File: src/tacp_pkg.sv
// Shared types, constants and saturation helpers of the turn angle cascade controller.
`default_nettype none

package tacp_pkg;

   localparam int unsigned CSR_INDEX_W = 3;
   localparam int unsigned CSR_DATA_W  = 32;

   localparam logic [CSR_INDEX_W-1:0] REG_TARGET_ANGLE = 3'd0;
   localparam logic [CSR_INDEX_W-1:0] REG_ANGLE_KP     = 3'd1;
   localparam logic [CSR_INDEX_W-1:0] REG_ANGLE_KI     = 3'd2;
   localparam logic [CSR_INDEX_W-1:0] REG_ANGLE_KD     = 3'd3;
   localparam logic [CSR_INDEX_W-1:0] REG_MAX_SPEED    = 3'd4;
   localparam logic [CSR_INDEX_W-1:0] REG_MIN_SPEED    = 3'd5;
   localparam logic [CSR_INDEX_W-1:0] REG_DONE_BAND    = 3'd6;

   localparam logic [31:0] TARGET_ANGLE_RESET = 32'd0;
   localparam logic [23:0] ANGLE_KP_RESET     = 24'd27525;
   localparam logic [23:0] ANGLE_KI_RESET     = 24'd98;
   localparam logic [23:0] ANGLE_KD_RESET     = 24'd65536;
   localparam logic [30:0] MAX_SPEED_RESET    = 31'h7FFF_FFFF;
   localparam logic [30:0] MIN_SPEED_RESET    = 31'd0;
   localparam logic [30:0] DONE_BAND_RESET    = 31'd65536;

   // wheel derivative weight 0.005 in Q8.16
   localparam logic [23:0] WHEEL_D_COEF = 24'd328;
   // half an LSB at Q16.16 for round to nearest
   localparam logic [71:0] ROUND_HALF   = 72'd32768;

   typedef struct packed {
      logic [31:0] target_angle;
      logic [23:0] angle_kp;
      logic [23:0] angle_ki;
      logic [23:0] angle_kd;
      logic [30:0] max_speed;
      logic [30:0] min_speed;
      logic [30:0] done_band;
   } cfg_type;

   typedef enum logic [3:0] {
      ST_IDLE,
      ST_HERR,
      ST_OPND,
      ST_MLO,
      ST_MHI,
      ST_MACC,
      ST_RND,
      ST_CMD,
      ST_CLAMP,
      ST_CLEAR,
      ST_WERR,
      ST_WUPD,
      ST_OUT
   } state_type;

   typedef enum logic [3:0] {
      OP_NONE,
      OP_LOAD,
      OP_HERR,
      OP_OPND,
      OP_MLO,
      OP_MHI,
      OP_MACC,
      OP_RND,
      OP_CMD,
      OP_CLAMP,
      OP_CLEAR,
      OP_WERR,
      OP_WUPD,
      OP_OUT
   } op_type;

   typedef enum logic [2:0] {
      TERM_P,
      TERM_I,
      TERM_D,
      TERM_LEFT,
      TERM_RIGHT
   } term_type;

   typedef struct packed {
      op_type   op;
      term_type term;
   } dp_cmd_type;

   typedef struct packed {
      logic done;
      logic out_free;
   } dp_status_type;

   function automatic logic signed [31:0] sat32(input logic signed [59:0] v);
      logic signed [31:0] r;
      if (v > 60'sd2147483647) begin
         r = 32'sh7FFF_FFFF;
      end else if (v < -60'sd2147483648) begin
         r = 32'sh8000_0000;
      end else begin
         r = v[31:0];
      end
      return r;
   endfunction

   function automatic logic signed [47:0] sat48(input logic signed [48:0] v);
      logic signed [47:0] r;
      if (v > 49'sd140737488355327) begin
         r = 48'sh7FFF_FFFF_FFFF;
      end else if (v < -49'sd140737488355328) begin
         r = 48'sh8000_0000_0000;
      end else begin
         r = v[47:0];
      end
      return r;
   endfunction

endpackage

`default_nettype wire

File: src/turn_angle_cascade_pid.sv
// Top level of the cascaded heading and wheel-speed turn controller.
// One request word per control tick carries the measured heading and both wheel speeds;
// one response word returns turn_done and the left and right drive values.
// The heading PID (P, I, D terms) and the two incremental wheel PIDs share one 24x24
// multiplier, two passes per term, so a tick runs as a sequence of steps:
// a turning tick runs HERR, the P, I and D terms, CMD, CLAMP, both wheel updates and OUT;
// a tick that ends the turn (error inside the done band) runs HERR, the P, I and D terms, CMD, CLEAR and OUT.
// One tick is worked on at a time: req_stall is low only while the sequencer is idle,
// so the block takes no new request word until the current tick has left OUT.
// The response sits in an output register; the next request is accepted while it waits.
// If rsp_stall holds that register, the sequencer waits at its last step with the new
// result and moves on once the held word is taken.
// Reset clears all loop state and the response valid and loads the register defaults.
// Configuration registers are written through csr_wr_en, csr_index and csr_wr_data, one write per cycle;
// the user must write only while no tick is in progress (not enforced by the block); unused indexes are ignored.
`default_nettype none

module turn_angle_cascade_pid (
   input  wire logic                             clock,
   input  wire logic                             reset,
   input  wire logic                             req_valid,
   output logic                                  req_stall,
   input  wire logic signed [31:0]               req_actual_angle,
   input  wire logic signed [31:0]               req_left_speed,
   input  wire logic signed [31:0]               req_right_speed,
   output logic                                  rsp_valid,
   input  wire logic                             rsp_stall,
   output logic                                  rsp_turn_done,
   output logic signed [31:0]                    rsp_left_drive,
   output logic signed [31:0]                    rsp_right_drive,
   input  wire logic                             csr_wr_en,
   input  wire logic [tacp_pkg::CSR_INDEX_W-1:0] csr_index,
   input  wire logic [tacp_pkg::CSR_DATA_W-1:0]  csr_wr_data
);
   import tacp_pkg::*;

   cfg_type       cfg;
   dp_cmd_type    dp_cmd;
   dp_status_type dp_status;

   tacp_regs u_regs (
      .clock       (clock),
      .reset       (reset),
      .csr_wr_en   (csr_wr_en),
      .csr_index   (csr_index),
      .csr_wr_data (csr_wr_data),
      .cfg         (cfg)
   );

   tacp_ctrl u_ctrl (
      .clock     (clock),
      .reset     (reset),
      .req_valid (req_valid),
      .req_stall (req_stall),
      .status    (dp_status),
      .cmd       (dp_cmd)
   );

   tacp_dp u_dp (
      .clock            (clock),
      .reset            (reset),
      .cfg              (cfg),
      .cmd              (dp_cmd),
      .status           (dp_status),
      .req_actual_angle (req_actual_angle),
      .req_left_speed   (req_left_speed),
      .req_right_speed  (req_right_speed),
      .rsp_valid        (rsp_valid),
      .rsp_stall        (rsp_stall),
      .rsp_turn_done    (rsp_turn_done),
      .rsp_left_drive   (rsp_left_drive),
      .rsp_right_drive  (rsp_right_drive)
   );

endmodule

`default_nettype wire

File: src/tacp_regs.sv
// Configuration register file of the turn angle cascade controller.
`default_nettype none

module tacp_regs (
   input  wire logic                           clock,
   input  wire logic                           reset,
   input  wire logic                           csr_wr_en,
   input  wire logic [tacp_pkg::CSR_INDEX_W-1:0] csr_index,
   input  wire logic [tacp_pkg::CSR_DATA_W-1:0]  csr_wr_data,
   output tacp_pkg::cfg_type                   cfg
);
   import tacp_pkg::*;

   cfg_type cfg_ff;
   cfg_type cfg_in;

   always_comb begin
      cfg_in = cfg_ff;
      if (csr_wr_en) begin
         case (csr_index)
            REG_TARGET_ANGLE: cfg_in.target_angle = csr_wr_data;
            REG_ANGLE_KP:     cfg_in.angle_kp     = csr_wr_data[23:0];
            REG_ANGLE_KI:     cfg_in.angle_ki     = csr_wr_data[23:0];
            REG_ANGLE_KD:     cfg_in.angle_kd     = csr_wr_data[23:0];
            REG_MAX_SPEED:    cfg_in.max_speed    = csr_wr_data[30:0];
            REG_MIN_SPEED:    cfg_in.min_speed    = csr_wr_data[30:0];
            REG_DONE_BAND:    cfg_in.done_band    = csr_wr_data[30:0];
            default:          cfg_in = cfg_ff;
         endcase
      end
   end

   always_ff @(posedge clock) begin
      if (reset) begin
         cfg_ff.target_angle <= TARGET_ANGLE_RESET;
         cfg_ff.angle_kp     <= ANGLE_KP_RESET;
         cfg_ff.angle_ki     <= ANGLE_KI_RESET;
         cfg_ff.angle_kd     <= ANGLE_KD_RESET;
         cfg_ff.max_speed    <= MAX_SPEED_RESET;
         cfg_ff.min_speed    <= MIN_SPEED_RESET;
         cfg_ff.done_band    <= DONE_BAND_RESET;
      end else begin
         cfg_ff <= cfg_in;
      end
   end

   assign cfg = cfg_ff;

endmodule

`default_nettype wire

File: src/tacp_ctrl.sv
// Sequencer of the turn angle cascade controller: steps the datapath through one tick.
`default_nettype none

module tacp_ctrl (
   input  wire logic                    clock,
   input  wire logic                    reset,
   input  wire logic                    req_valid,
   output logic                         req_stall,
   input  tacp_pkg::dp_status_type      status,
   output tacp_pkg::dp_cmd_type         cmd
);
   import tacp_pkg::*;

   state_type state_ff;
   state_type state_in;
   term_type  term_ff;
   term_type  term_in;

   always_comb begin
      state_in = state_ff;
      term_in  = term_ff;
      case (state_ff)
         ST_IDLE: begin
            if (req_valid) begin
               state_in = ST_HERR;
            end
         end
         ST_HERR: begin
            state_in = ST_OPND;
            term_in  = TERM_P;
         end
         ST_OPND: state_in = ST_MLO;
         ST_MLO:  state_in = ST_MHI;
         ST_MHI:  state_in = ST_MACC;
         ST_MACC: state_in = ST_RND;
         ST_RND: begin
            case (term_ff)
               TERM_P: begin
                  state_in = ST_OPND;
                  term_in  = TERM_I;
               end
               TERM_I: begin
                  state_in = ST_OPND;
                  term_in  = TERM_D;
               end
               TERM_D:  state_in = ST_CMD;
               default: state_in = ST_WUPD;
            endcase
         end
         ST_CMD: begin
            state_in = status.done ? ST_CLEAR : ST_CLAMP;
         end
         ST_CLEAR: state_in = ST_OUT;
         ST_CLAMP: begin
            state_in = ST_WERR;
            term_in  = TERM_LEFT;
         end
         ST_WERR: state_in = ST_OPND;
         ST_WUPD: begin
            if (term_ff == TERM_LEFT) begin
               state_in = ST_WERR;
               term_in  = TERM_RIGHT;
            end else begin
               state_in = ST_OUT;
            end
         end
         ST_OUT: begin
            if (status.out_free) begin
               state_in = ST_IDLE;
            end
         end
         default: state_in = ST_IDLE;
      endcase
   end

   always_comb begin
      cmd.term  = term_ff;
      cmd.op    = OP_NONE;
      req_stall = 1'b1;
      case (state_ff)
         ST_IDLE: begin
            req_stall = 1'b0;
            cmd.op    = req_valid ? OP_LOAD : OP_NONE;
         end
         ST_HERR:  cmd.op = OP_HERR;
         ST_OPND:  cmd.op = OP_OPND;
         ST_MLO:   cmd.op = OP_MLO;
         ST_MHI:   cmd.op = OP_MHI;
         ST_MACC:  cmd.op = OP_MACC;
         ST_RND:   cmd.op = OP_RND;
         ST_CMD:   cmd.op = OP_CMD;
         ST_CLEAR: cmd.op = OP_CLEAR;
         ST_CLAMP: cmd.op = OP_CLAMP;
         ST_WERR:  cmd.op = OP_WERR;
         ST_WUPD:  cmd.op = OP_WUPD;
         ST_OUT:   cmd.op = status.out_free ? OP_OUT : OP_NONE;
         default:  cmd.op = OP_NONE;
      endcase
   end

   always_ff @(posedge clock) begin
      if (reset) begin
         state_ff <= ST_IDLE;
         term_ff  <= TERM_P;
      end else begin
         state_ff <= state_in;
         term_ff  <= term_in;
      end
   end

endmodule

`default_nettype wire

File: src/tacp_dp.sv
// Datapath of the turn angle cascade controller: loop state, shared multiplier, result word.
`default_nettype none

module tacp_dp (
   input  wire logic                   clock,
   input  wire logic                   reset,
   input  tacp_pkg::cfg_type           cfg,
   input  tacp_pkg::dp_cmd_type        cmd,
   output tacp_pkg::dp_status_type     status,
   input  wire logic signed [31:0]     req_actual_angle,
   input  wire logic signed [31:0]     req_left_speed,
   input  wire logic signed [31:0]     req_right_speed,
   output logic                        rsp_valid,
   input  wire logic                   rsp_stall,
   output logic                        rsp_turn_done,
   output logic signed [31:0]          rsp_left_drive,
   output logic signed [31:0]          rsp_right_drive
);
   import tacp_pkg::*;

   logic signed [31:0] angle_ff, angle_in;
   logic signed [31:0] lspd_ff, lspd_in;
   logic signed [31:0] rspd_ff, rspd_in;

   logic signed [31:0] herr_ff, herr_in;
   logic signed [47:0] hsum_ff, hsum_in;
   logic signed [31:0] hlast_ff, hlast_in;
   logic signed [31:0] le1_ff, le1_in;
   logic signed [31:0] le2_ff, le2_in;
   logic signed [31:0] lacc_ff, lacc_in;
   logic signed [31:0] re1_ff, re1_in;
   logic signed [31:0] re2_ff, re2_in;
   logic signed [31:0] racc_ff, racc_in;

   logic               done_ff, done_in;
   logic [23:0]        gain_ff, gain_in;
   logic [47:0]        mag_ff, mag_in;
   logic               neg_ff, neg_in;
   logic [47:0]        prod_ff, prod_in;
   logic [71:0]        macc_ff, macc_in;
   logic signed [59:0] term_ff, term_in;
   logic signed [31:0] cmd_ff, cmd_in;
   logic signed [31:0] werr_ff, werr_in;

   logic               rsp_valid_ff, rsp_valid_in;
   logic               rsp_done_ff, rsp_done_in;
   logic signed [31:0] rsp_left_ff, rsp_left_in;
   logic signed [31:0] rsp_right_ff, rsp_right_in;

   logic signed [32:0] herr_diff;
   logic [31:0]        herr_abs;
   logic signed [47:0] hsum_next;
   logic               is_left;
   logic signed [31:0] sel_e1, sel_e2, sel_acc, sel_spd;
   logic signed [48:0] opnd_val, opnd_neg;
   logic [23:0]        opnd_gain;
   logic signed [59:0] lin_d, lin_w, lin;
   logic [23:0]        mul_b;
   logic [47:0]        mul_p;
   logic signed [59:0] rnd_r;
   logic signed [31:0] max_s, min_s, cmd_clamped;
   logic signed [33:0] wtgt, wdiff;
   logic signed [31:0] acc_next;

   assign herr_diff = $signed(33'($signed(cfg.target_angle))) - 33'(angle_ff);
   assign herr_abs  = herr_ff[31] ? 32'(-herr_ff) : 32'(herr_ff);
   assign hsum_next = sat48(49'(hsum_ff) + 49'(herr_ff));

   assign is_left = (cmd.term == TERM_LEFT);
   assign sel_e1  = is_left ? le1_ff  : re1_ff;
   assign sel_e2  = is_left ? le2_ff  : re2_ff;
   assign sel_acc = is_left ? lacc_ff : racc_ff;
   assign sel_spd = is_left ? lspd_ff : rspd_ff;

   always_comb begin
      opnd_val  = '0;
      opnd_gain = '0;
      case (cmd.term)
         TERM_P: begin
            opnd_val  = 49'(herr_ff);
            opnd_gain = cfg.angle_kp;
         end
         TERM_I: begin
            opnd_val  = 49'(hsum_ff);
            opnd_gain = cfg.angle_ki;
         end
         TERM_D: begin
            opnd_val  = 49'(herr_ff) - 49'(hlast_ff);
            opnd_gain = cfg.angle_kd;
         end
         TERM_LEFT, TERM_RIGHT: begin
            opnd_val  = 49'(werr_ff) - (49'(sel_e1) <<< 1) + 49'(sel_e2);
            opnd_gain = WHEEL_D_COEF;
         end
         default: begin
            opnd_val  = '0;
            opnd_gain = '0;
         end
      endcase
   end

   assign opnd_neg = -opnd_val;

   // 5*(e-e1) + 6*e
   assign lin_d = 60'(werr_ff) - 60'(sel_e1);
   assign lin_w = 60'(werr_ff);
   assign lin   = (lin_d <<< 2) + lin_d + (lin_w <<< 2) + (lin_w <<< 1);

   assign mul_b = (cmd.op == OP_MHI) ? mag_ff[47:24] : mag_ff[23:0];
   assign mul_p = 48'(gain_ff) * 48'(mul_b);

   assign rnd_r = $signed({4'b0000, macc_ff[71:16]});

   assign max_s = $signed({1'b0, cfg.max_speed});
   assign min_s = $signed({1'b0, cfg.min_speed});

   always_comb begin
      logic signed [31:0] c1;
      c1          = cmd_ff;
      cmd_clamped = cmd_ff;
      if (cmd_ff > 32'sd0) begin
         c1          = (cmd_ff > max_s) ? max_s : cmd_ff;
         cmd_clamped = (c1 < min_s) ? min_s : c1;
      end else if (cmd_ff < 32'sd0) begin
         c1          = (cmd_ff < -max_s) ? -max_s : cmd_ff;
         cmd_clamped = (c1 > -min_s) ? -min_s : c1;
      end
   end

   assign wtgt     = is_left ? -34'(cmd_ff) : 34'(cmd_ff);
   assign wdiff    = wtgt - 34'(sel_spd);
   assign acc_next = sat32(60'(sel_acc) + term_ff);

   always_comb begin
      angle_in  = angle_ff;
      lspd_in   = lspd_ff;
      rspd_in   = rspd_ff;
      herr_in   = herr_ff;
      hsum_in   = hsum_ff;
      hlast_in  = hlast_ff;
      le1_in    = le1_ff;
      le2_in    = le2_ff;
      lacc_in   = lacc_ff;
      re1_in    = re1_ff;
      re2_in    = re2_ff;
      racc_in   = racc_ff;
      done_in   = done_ff;
      gain_in   = gain_ff;
      mag_in    = mag_ff;
      neg_in    = neg_ff;
      prod_in   = prod_ff;
      macc_in   = macc_ff;
      term_in   = term_ff;
      cmd_in    = cmd_ff;
      werr_in   = werr_ff;
      rsp_done_in  = rsp_done_ff;
      rsp_left_in  = rsp_left_ff;
      rsp_right_in = rsp_right_ff;
      rsp_valid_in = rsp_valid_ff && rsp_stall;
      case (cmd.op)
         OP_LOAD: begin
            angle_in = req_actual_angle;
            lspd_in  = req_left_speed;
            rspd_in  = req_right_speed;
         end
         OP_HERR: begin
            herr_in = sat32(60'(herr_diff));
            term_in = '0;
         end
         OP_OPND: begin
            gain_in = opnd_gain;
            neg_in  = opnd_val[48];
            mag_in  = opnd_val[48] ? opnd_neg[47:0] : opnd_val[47:0];
            macc_in = ROUND_HALF;
            if (cmd.term == TERM_P) begin
               hsum_in = hsum_next;
            end
            if (is_left || cmd.term == TERM_RIGHT) begin
               term_in = lin;
            end
         end
         OP_MLO: begin
            prod_in = mul_p;
            done_in = herr_abs < {1'b0, cfg.done_band};
         end
         OP_MHI: begin
            macc_in = macc_ff + {24'd0, prod_ff};
            prod_in = mul_p;
         end
         OP_MACC: begin
            macc_in = macc_ff + {prod_ff, 24'd0};
         end
         OP_RND: begin
            term_in = neg_ff ? term_ff - rnd_r : term_ff + rnd_r;
         end
         OP_CMD: begin
            cmd_in   = sat32(term_ff);
            hlast_in = herr_ff;
         end
         OP_CLEAR: begin
            hsum_in  = '0;
            hlast_in = '0;
            le1_in   = '0;
            le2_in   = '0;
            lacc_in  = '0;
            re1_in   = '0;
            re2_in   = '0;
            racc_in  = '0;
         end
         OP_CLAMP: begin
            cmd_in = cmd_clamped;
         end
         OP_WERR: begin
            werr_in = sat32(60'(wdiff));
         end
         OP_WUPD: begin
            if (is_left) begin
               lacc_in = acc_next;
               le2_in  = le1_ff;
               le1_in  = werr_ff;
            end else begin
               racc_in = acc_next;
               re2_in  = re1_ff;
               re1_in  = werr_ff;
            end
         end
         OP_OUT: begin
            rsp_valid_in = 1'b1;
            rsp_done_in  = done_ff;
            rsp_left_in  = lacc_ff;
            rsp_right_in = racc_ff;
         end
         default: begin
            rsp_valid_in = rsp_valid_ff && rsp_stall;
         end
      endcase
   end

   always_ff @(posedge clock) begin
      if (reset) begin
         hsum_ff      <= '0;
         hlast_ff     <= '0;
         le1_ff       <= '0;
         le2_ff       <= '0;
         lacc_ff      <= '0;
         re1_ff       <= '0;
         re2_ff       <= '0;
         racc_ff      <= '0;
         rsp_valid_ff <= 1'b0;
      end else begin
         hsum_ff      <= hsum_in;
         hlast_ff     <= hlast_in;
         le1_ff       <= le1_in;
         le2_ff       <= le2_in;
         lacc_ff      <= lacc_in;
         re1_ff       <= re1_in;
         re2_ff       <= re2_in;
         racc_ff      <= racc_in;
         rsp_valid_ff <= rsp_valid_in;
      end
   end

   always_ff @(posedge clock) begin
      angle_ff     <= angle_in;
      lspd_ff      <= lspd_in;
      rspd_ff      <= rspd_in;
      herr_ff      <= herr_in;
      done_ff      <= done_in;
      gain_ff      <= gain_in;
      mag_ff       <= mag_in;
      neg_ff       <= neg_in;
      prod_ff      <= prod_in;
      macc_ff      <= macc_in;
      term_ff      <= term_in;
      cmd_ff       <= cmd_in;
      werr_ff      <= werr_in;
      rsp_done_ff  <= rsp_done_in;
      rsp_left_ff  <= rsp_left_in;
      rsp_right_ff <= rsp_right_in;
   end

   assign status.done     = done_ff;
   assign status.out_free = !rsp_valid_ff || !rsp_stall;

   assign rsp_valid       = rsp_valid_ff;
   assign rsp_turn_done   = rsp_done_ff;
   assign rsp_left_drive  = rsp_left_ff;
   assign rsp_right_drive = rsp_right_ff;

endmodule

`default_nettype wire
File: config.mk
export PLATFORM = sky130hd
export DESIGN_NAME = turn_angle_cascade_pid
export DESIGN_NICKNAME = d
export VERILOG_FILES = /design/src/tacp_pkg.sv /design/src/turn_angle_cascade_pid.sv /design/src/tacp_regs.sv /design/src/tacp_ctrl.sv /design/src/tacp_dp.sv
export SDC_FILE = /design/constraint.sdc
export NUM_CORES = 2
export LEC_CHECK = 0
export BUFFER_PORTS_ARGS = -buffer_cell sky130_fd_sc_hd__buf_2
export CAP_MARGIN = 10
export CELL_PAD_IN_SITES_DETAIL_PLACEMENT = 1
export CELL_PAD_IN_SITES_GLOBAL_PLACEMENT = 1
export CORE_UTILIZATION = 32
export DETAILED_ROUTE_END_ITERATION = 12
export PLACE_DENSITY_LB_ADDON = 0.1
export REMOVE_ABC_BUFFERS = 1
export SYNTH_ARGS = -nofsm -noshare
export SYNTH_HDL_FRONTEND = slang
export SYNTH_SLANG_ARGS = --single-unit
File: constraint.sdc
create_clock -name clock -period 11.1 [get_ports clock]
set_input_delay 2.22 -clock clock [delete_from_list [all_inputs] [get_ports clock]]
set_output_delay 2.22 -clock clock [all_outputs]
set_load 0.02 [all_outputs]
==> flow_results.xml <==
<?xml version="1.0" encoding="UTF-8"?>
<metrics>
  <group name="routing">
    <metric name="total_vias_in_the_final_route" unit="">79371</metric>
    <metric name="drt_wl_total" unit="mm">364</metric>
    <metric name="drt_pre_antenna_iters" unit="">6</metric>
    <metric name="post_drt_via_cell_ratio" unit="">5.46</metric>
    <metric name="drc" unit="">0</metric>
    <metric name="antenna_violating_nets_post_route" unit="">0</metric>
    <metric name="wl_per_cell" unit="um">25.0</metric>
    <metric name="drt_iter0_drc" unit="">4765</metric>
  </group>
  <group name="global_route">
    <metric name="pin_count_of_the_biggest_net_entering_global_routing" unit="">130</metric>
    <metric name="global_route.usage.total" unit="%">24.4</metric>
    <metric name="grt_pass1_wl" unit="mm">544</metric>
    <metric name="grt_pass1_vias" unit="">83087</metric>
    <metric name="overflow" unit="">0</metric>
    <metric name="number_of_antenna_violations_at_the_first_check_in_global_routing" unit="">25</metric>
  </group>
  <group name="layout">
    <metric name="drive_gt1_share" unit="%">6.45</metric>
    <metric name="nets" unit="">12177</metric>
    <metric name="layout.cell_area.non_filler" unit="um^2">102000</metric>
    <metric name="fillerInstances" unit="">33500</metric>
    <metric name="flow.area_growth_from_synthesis" unit="%">10.2</metric>
  </group>
  <group name="yosys">
    <metric name="synthMostInstantiatedCell" unit="">nand2_1</metric>
    <metric name="complex_gate_fraction_of_the_synthesized_area" unit="%">18.3</metric>
    <metric name="ys_types" unit="">118</metric>
    <metric name="yosys-mux-area-fraction" unit="%">1.69</metric>
    <metric name="synth_top_cell_by_area" unit="">edfxtp_1</metric>
    <metric name="synth_simple_gate_area_share" unit="%">17.5</metric>
    <metric name="post_synth_xor_area_fraction" unit="%">6.29</metric>
    <metric name="synthTopCellsByCount" unit="">nand2_1 (1,511), a21oi_1 (917), inv_1 (883), ha_1 (799), fa_1 (585)</metric>
    <metric name="synth_top_flop_cell" unit="">edfxtp_1</metric>
    <metric name="ys_async_sr_fraction" unit="%">0</metric>
    <metric name="synthAdderAreaFrac" unit="%">23.5</metric>
    <metric name="synth.avg_cell_area" unit="um^2">8.67</metric>
    <metric name="synth_enable_flop_cells" unit="">511</metric>
    <metric name="synth.cell_area" unit="um^2">92800</metric>
    <metric name="synth.top_cell.area_share" unit="%">16.5</metric>
    <metric name="synthesis.instances" unit="">10707</metric>
    <metric name="synthesis.yosys.warnings" unit="">0</metric>
    <metric name="top_cells_by_area_synth" unit="">edfxtp_1 (17%), fa_1 (13%), ha_1 (11%)</metric>
    <metric name="synth_seq_cells" unit="">988</metric>
    <metric name="seq_area_frac_synth" unit="%">26.8</metric>
    <metric name="dominant_combinational_cell_family_by_area_after_synthesis" unit="">adder cells</metric>
  </group>
  <group name="pwr">
    <metric name="p_per_area" unit="nW/um^2">342</metric>
    <metric name="power.switching" unit="mW">17.4</metric>
    <metric name="comb_power_share" unit="%">71.3</metric>
    <metric name="sw_frac_of_total" unit="%">49.9</metric>
    <metric name="share_seq_of_total_power" unit="%">16.0</metric>
    <metric name="power_leakage" unit="nW">42.9</metric>
    <metric name="internal_power" unit="mW">17.5</metric>
    <metric name="clock_power_share" unit="%">12.7</metric>
    <metric name="max-vdd-ir-drop" unit="mV">1.19</metric>
  </group>
  <group name="placement">
    <metric name="numPortBuffers" unit="">202</metric>
    <metric name="post_dp_cell_area" unit="um^2">97700</metric>
    <metric name="place.detailed.hpwl" unit="mm">287</metric>
    <metric name="finalWeightedCongestion" unit="">0.902</metric>
  </group>
  <group name="setup_path">
    <metric name="timing.critical_path.slowest_cell_delay" unit="ns">1.00</metric>
    <metric name="setup.worst_path.end" unit="">u_dp.prod_ff[46]</metric>
    <metric name="r2r_start" unit="">u_ctrl.state_ff[2]</metric>
    <metric name="timing.critical_path.arrival" unit="ns">10.43</metric>
    <metric name="end_kind" unit="">flop</metric>
    <metric name="cp-startpoint" unit="">u_ctrl.state_ff[2]</metric>
    <metric name="data_required_time_at_the_worst_endpoint" unit="ns">11.65</metric>
    <metric name="setup.worst_path.start_class" unit="">flop</metric>
    <metric name="crit_path_frequent_cell" unit="">fa_1</metric>
    <metric name="worstPathMaxFanout" unit="">25</metric>
    <metric name="slowest_stage" unit="">mux2i_2</metric>
    <metric name="critical_path.reg2reg.endpoint" unit="">u_dp.prod_ff[46]</metric>
    <metric name="reg2reg_depth" unit="">30</metric>
    <metric name="rrSetupSlack" unit="ns">1.23</metric>
    <metric name="criticalPathCategory" unit="">flop to flop</metric>
  </group>
  <group name="clock_tree">
    <metric name="worst_skew_pair.late_latency" unit="ns">0.83</metric>
    <metric name="postCtsSetupRepairBufs" unit="">0</metric>
    <metric name="htree_num_levels" unit="">4</metric>
    <metric name="post_cts_resized" unit="">0</metric>
    <metric name="cts.root.buffer_cell" unit="">clkbuf_16</metric>
    <metric name="clk_transition_reported_paths" unit="ns">0.06</metric>
    <metric name="tritoncts" unit="">done</metric>
    <metric name="clock_sinks" unit="">988</metric>
    <metric name="holdBufCountCts" unit="">0</metric>
    <metric name="cts.path.max_buffers" unit="">4</metric>
    <metric name="inserted_clock_buffers" unit="">139</metric>
  </group>
  <group name="sta">
    <metric name="setup-tns-final" unit="ns">0</metric>
    <metric name="maxClockFrequency" unit="GHz">0.101</metric>
    <metric name="post_layout_minimum_cycle_time" unit="ns">9.87</metric>
    <metric name="min_period_over_period" unit="%">89.0</metric>
    <metric name="setup_viol" unit="">0</metric>
    <metric name="worst_slew_margin_rel" unit="%">20.4</metric>
    <metric name="fin_worst_skew" unit="ns">0.0819</metric>
    <metric name="rsz0062_at_grt" unit="">no</metric>
    <metric name="final-max-slew-violation-count" unit="">0</metric>
    <metric name="hold_viol" unit="">0</metric>
    <metric name="slew_at_the_pin_closest_to_its_max_slew_limit" unit="ns">1.19</metric>
  </group>
  <group name="die">
    <metric name="fp-row-count" unit="">197</metric>
    <metric name="start_util" unit="%">32.2</metric>
    <metric name="num_io_pins" unit="">203</metric>
    <metric name="fp.coreArea" unit="um^2">288000</metric>
    <metric name="dieArea" unit="um^2">292000</metric>
    <metric name="floorplan.die.height" unit="um">540</metric>
    <metric name="fp.dieW" unit="um">540</metric>
  </group>
  <group name="worst_hold_path">
    <metric name="holdCritPathClass" unit="">flop to flop</metric>
  </group>
  <group name="outcome">
    <metric name="outcome" unit="">complete, no violations</metric>
  </group>
  <group name="job">
    <metric name="cap_viol_max_count" unit="">0</metric>
  </group>
</metrics>
[kinds of logic (layout without fill, tap and decap cells)]
| logic type | after synthesis | count (layout) |
|---|---|---|
| AO/OA/AOI/OAI | 2632 | 2632 |
| XOR/XNOR | 665 | 665 |
| adder cells (fa/ha/maj) | 1391 | 1391 |
| buffers and inverters | 1416 | 1464 |
| flip-flops | 988 | 988 |
| multiplexers | 152 | 152 |
| other | 0 | 8 |
| AND/OR/NAND/NOR | 3463 | 3463 |
[power by group through the flow]
stage	combinational [mW]	clock (mW)	sequential (mW)
final	24.9	4.45	5.61
after global placement	24.8	0	5.67
after CTS	25.3	4.59	5.60
after global routing	27.8	4.71	5.62
after floorplan	17.0	0	5.44
after detailed placement	25.1	0	5.67
[how the worst min path moves through the flow]
stage                      from  cells after the start                 endpoint  slack (ns)
6_report        u_regs.cfg[156]                      2          u_regs.cfg[156]        0.45
3_3_place_gp    u_dp.le2_ff[29]                      2          u_dp.le2_ff[29]        0.44
2_1_floorplan    u_dp.le2_ff[0]                      2           u_dp.le2_ff[0]        0.43
3_5_place_dp   u_dp.lacc_ff[17]                      0  u_dp.rsp_left_drive[17]        0.44
5_1_grt         u_regs.cfg[158]                      2          u_regs.cfg[158]        0.47
4_1_cts         u_regs.cfg[161]                      2          u_regs.cfg[161]        0.46
[layer usage]
metal  part of all wire (%)  wire length, um  global-route usage (%)  vias to the layer above
met5                      0                0                       0                        -
li1                       -                -                       -                    37214
met3                    3.8            13800                    2.43                      343
met1                     48           173000                    34.1                    40364
met2                     46           168000                    40.4                     1450
met4                    2.2             7890                    5.25                        0
[cell type report]
class                   instances  area, um^2  share of cell area (%)
clock buffers                 188        3980                    3.89
well taps                    3781        4730                    4.63
flip-flops and latches        988       24900                    24.4
diodes                          8        20.0                  0.0196
repair buffers                340        2070                    2.03
clock inverters                51         452                   0.442
multi-input cells            8303       62700                    61.4
inverters                     885        3320                    3.25
[metrics by stage]
stage	hold WS, ns	total power [mW]	worst slack [ns]	std cells	utilization, %
after CTS	0.455	35.5	1.21	14535	35.5
after detailed placement	0.443	30.8	1.22	14296	33.9
final	0.452	35.0	1.23	14544	35.5
after global routing	0.468	38.1	0.606	14538	35.5
after global placement	0.440	30.4	1.37	14296	33.9
after floorplan	0.426	22.4	0.459	10176	-
[placed cells by master (no fill, tap or decap), drive strengths merged, types with 202 or more instances in the layout]
cell type	count
a21oi	920
xor2	202
nor2	566
edfxtp	511
a21o	376
o21ai	369
inv	890
buf	340
xnor2	462
nand3	267
nand2	1511
dfxtp	477
ha	799
and2	273
fa	585
[state kept, by name (all words and copies together) (netlist names), 3 cells and up]
| signal | flops |
|---|---|
| u_dp.hsum_ff | 48 |
| u_dp.mag_ff | 48 |
| u_ctrl.state_ff | 4 |
| u_dp.rsp_left_drive | 32 |
| u_dp.rsp_right_drive | 32 |
| u_dp.cmd_ff | 32 |
| u_ctrl.term_ff | 3 |
| u_dp.le1_ff | 32 |
| u_dp.hlast_ff | 32 |
| u_dp.werr_ff | 32 |
| u_dp.le2_ff | 32 |
| u_dp.lspd_ff | 32 |
| u_dp.re1_ff | 32 |
| u_dp.gain_ff | 24 |
| u_regs.cfg | 197 |
| u_dp.rspd_ff | 32 |
| u_dp.herr_ff | 32 |
| u_dp.term_ff | 60 |
| u_dp.prod_ff | 48 |
| u_dp.lacc_ff | 32 |
| u_dp.macc_ff | 72 |
| u_dp.angle_ff | 32 |
| u_dp.racc_ff | 32 |
| u_dp.re2_ff | 32 |
[worst max-delay path: cells and delay by family, from the launching register on]
kind | cells | cell delay (ns)
adder cells (fa/ha/maj) | 8 | 3.83
AO/OA/AOI/OAI | 10 | 2.50
multiplexers | 1 | 1.00
AND/OR/NAND/NOR | 3 | 0.94
buffers and inverters | 7 | 0.65
flip-flops | 1 | 0.60
XOR/XNOR | 1 | 0.08
No activity file was read; power rests on OpenSTA's default activity.
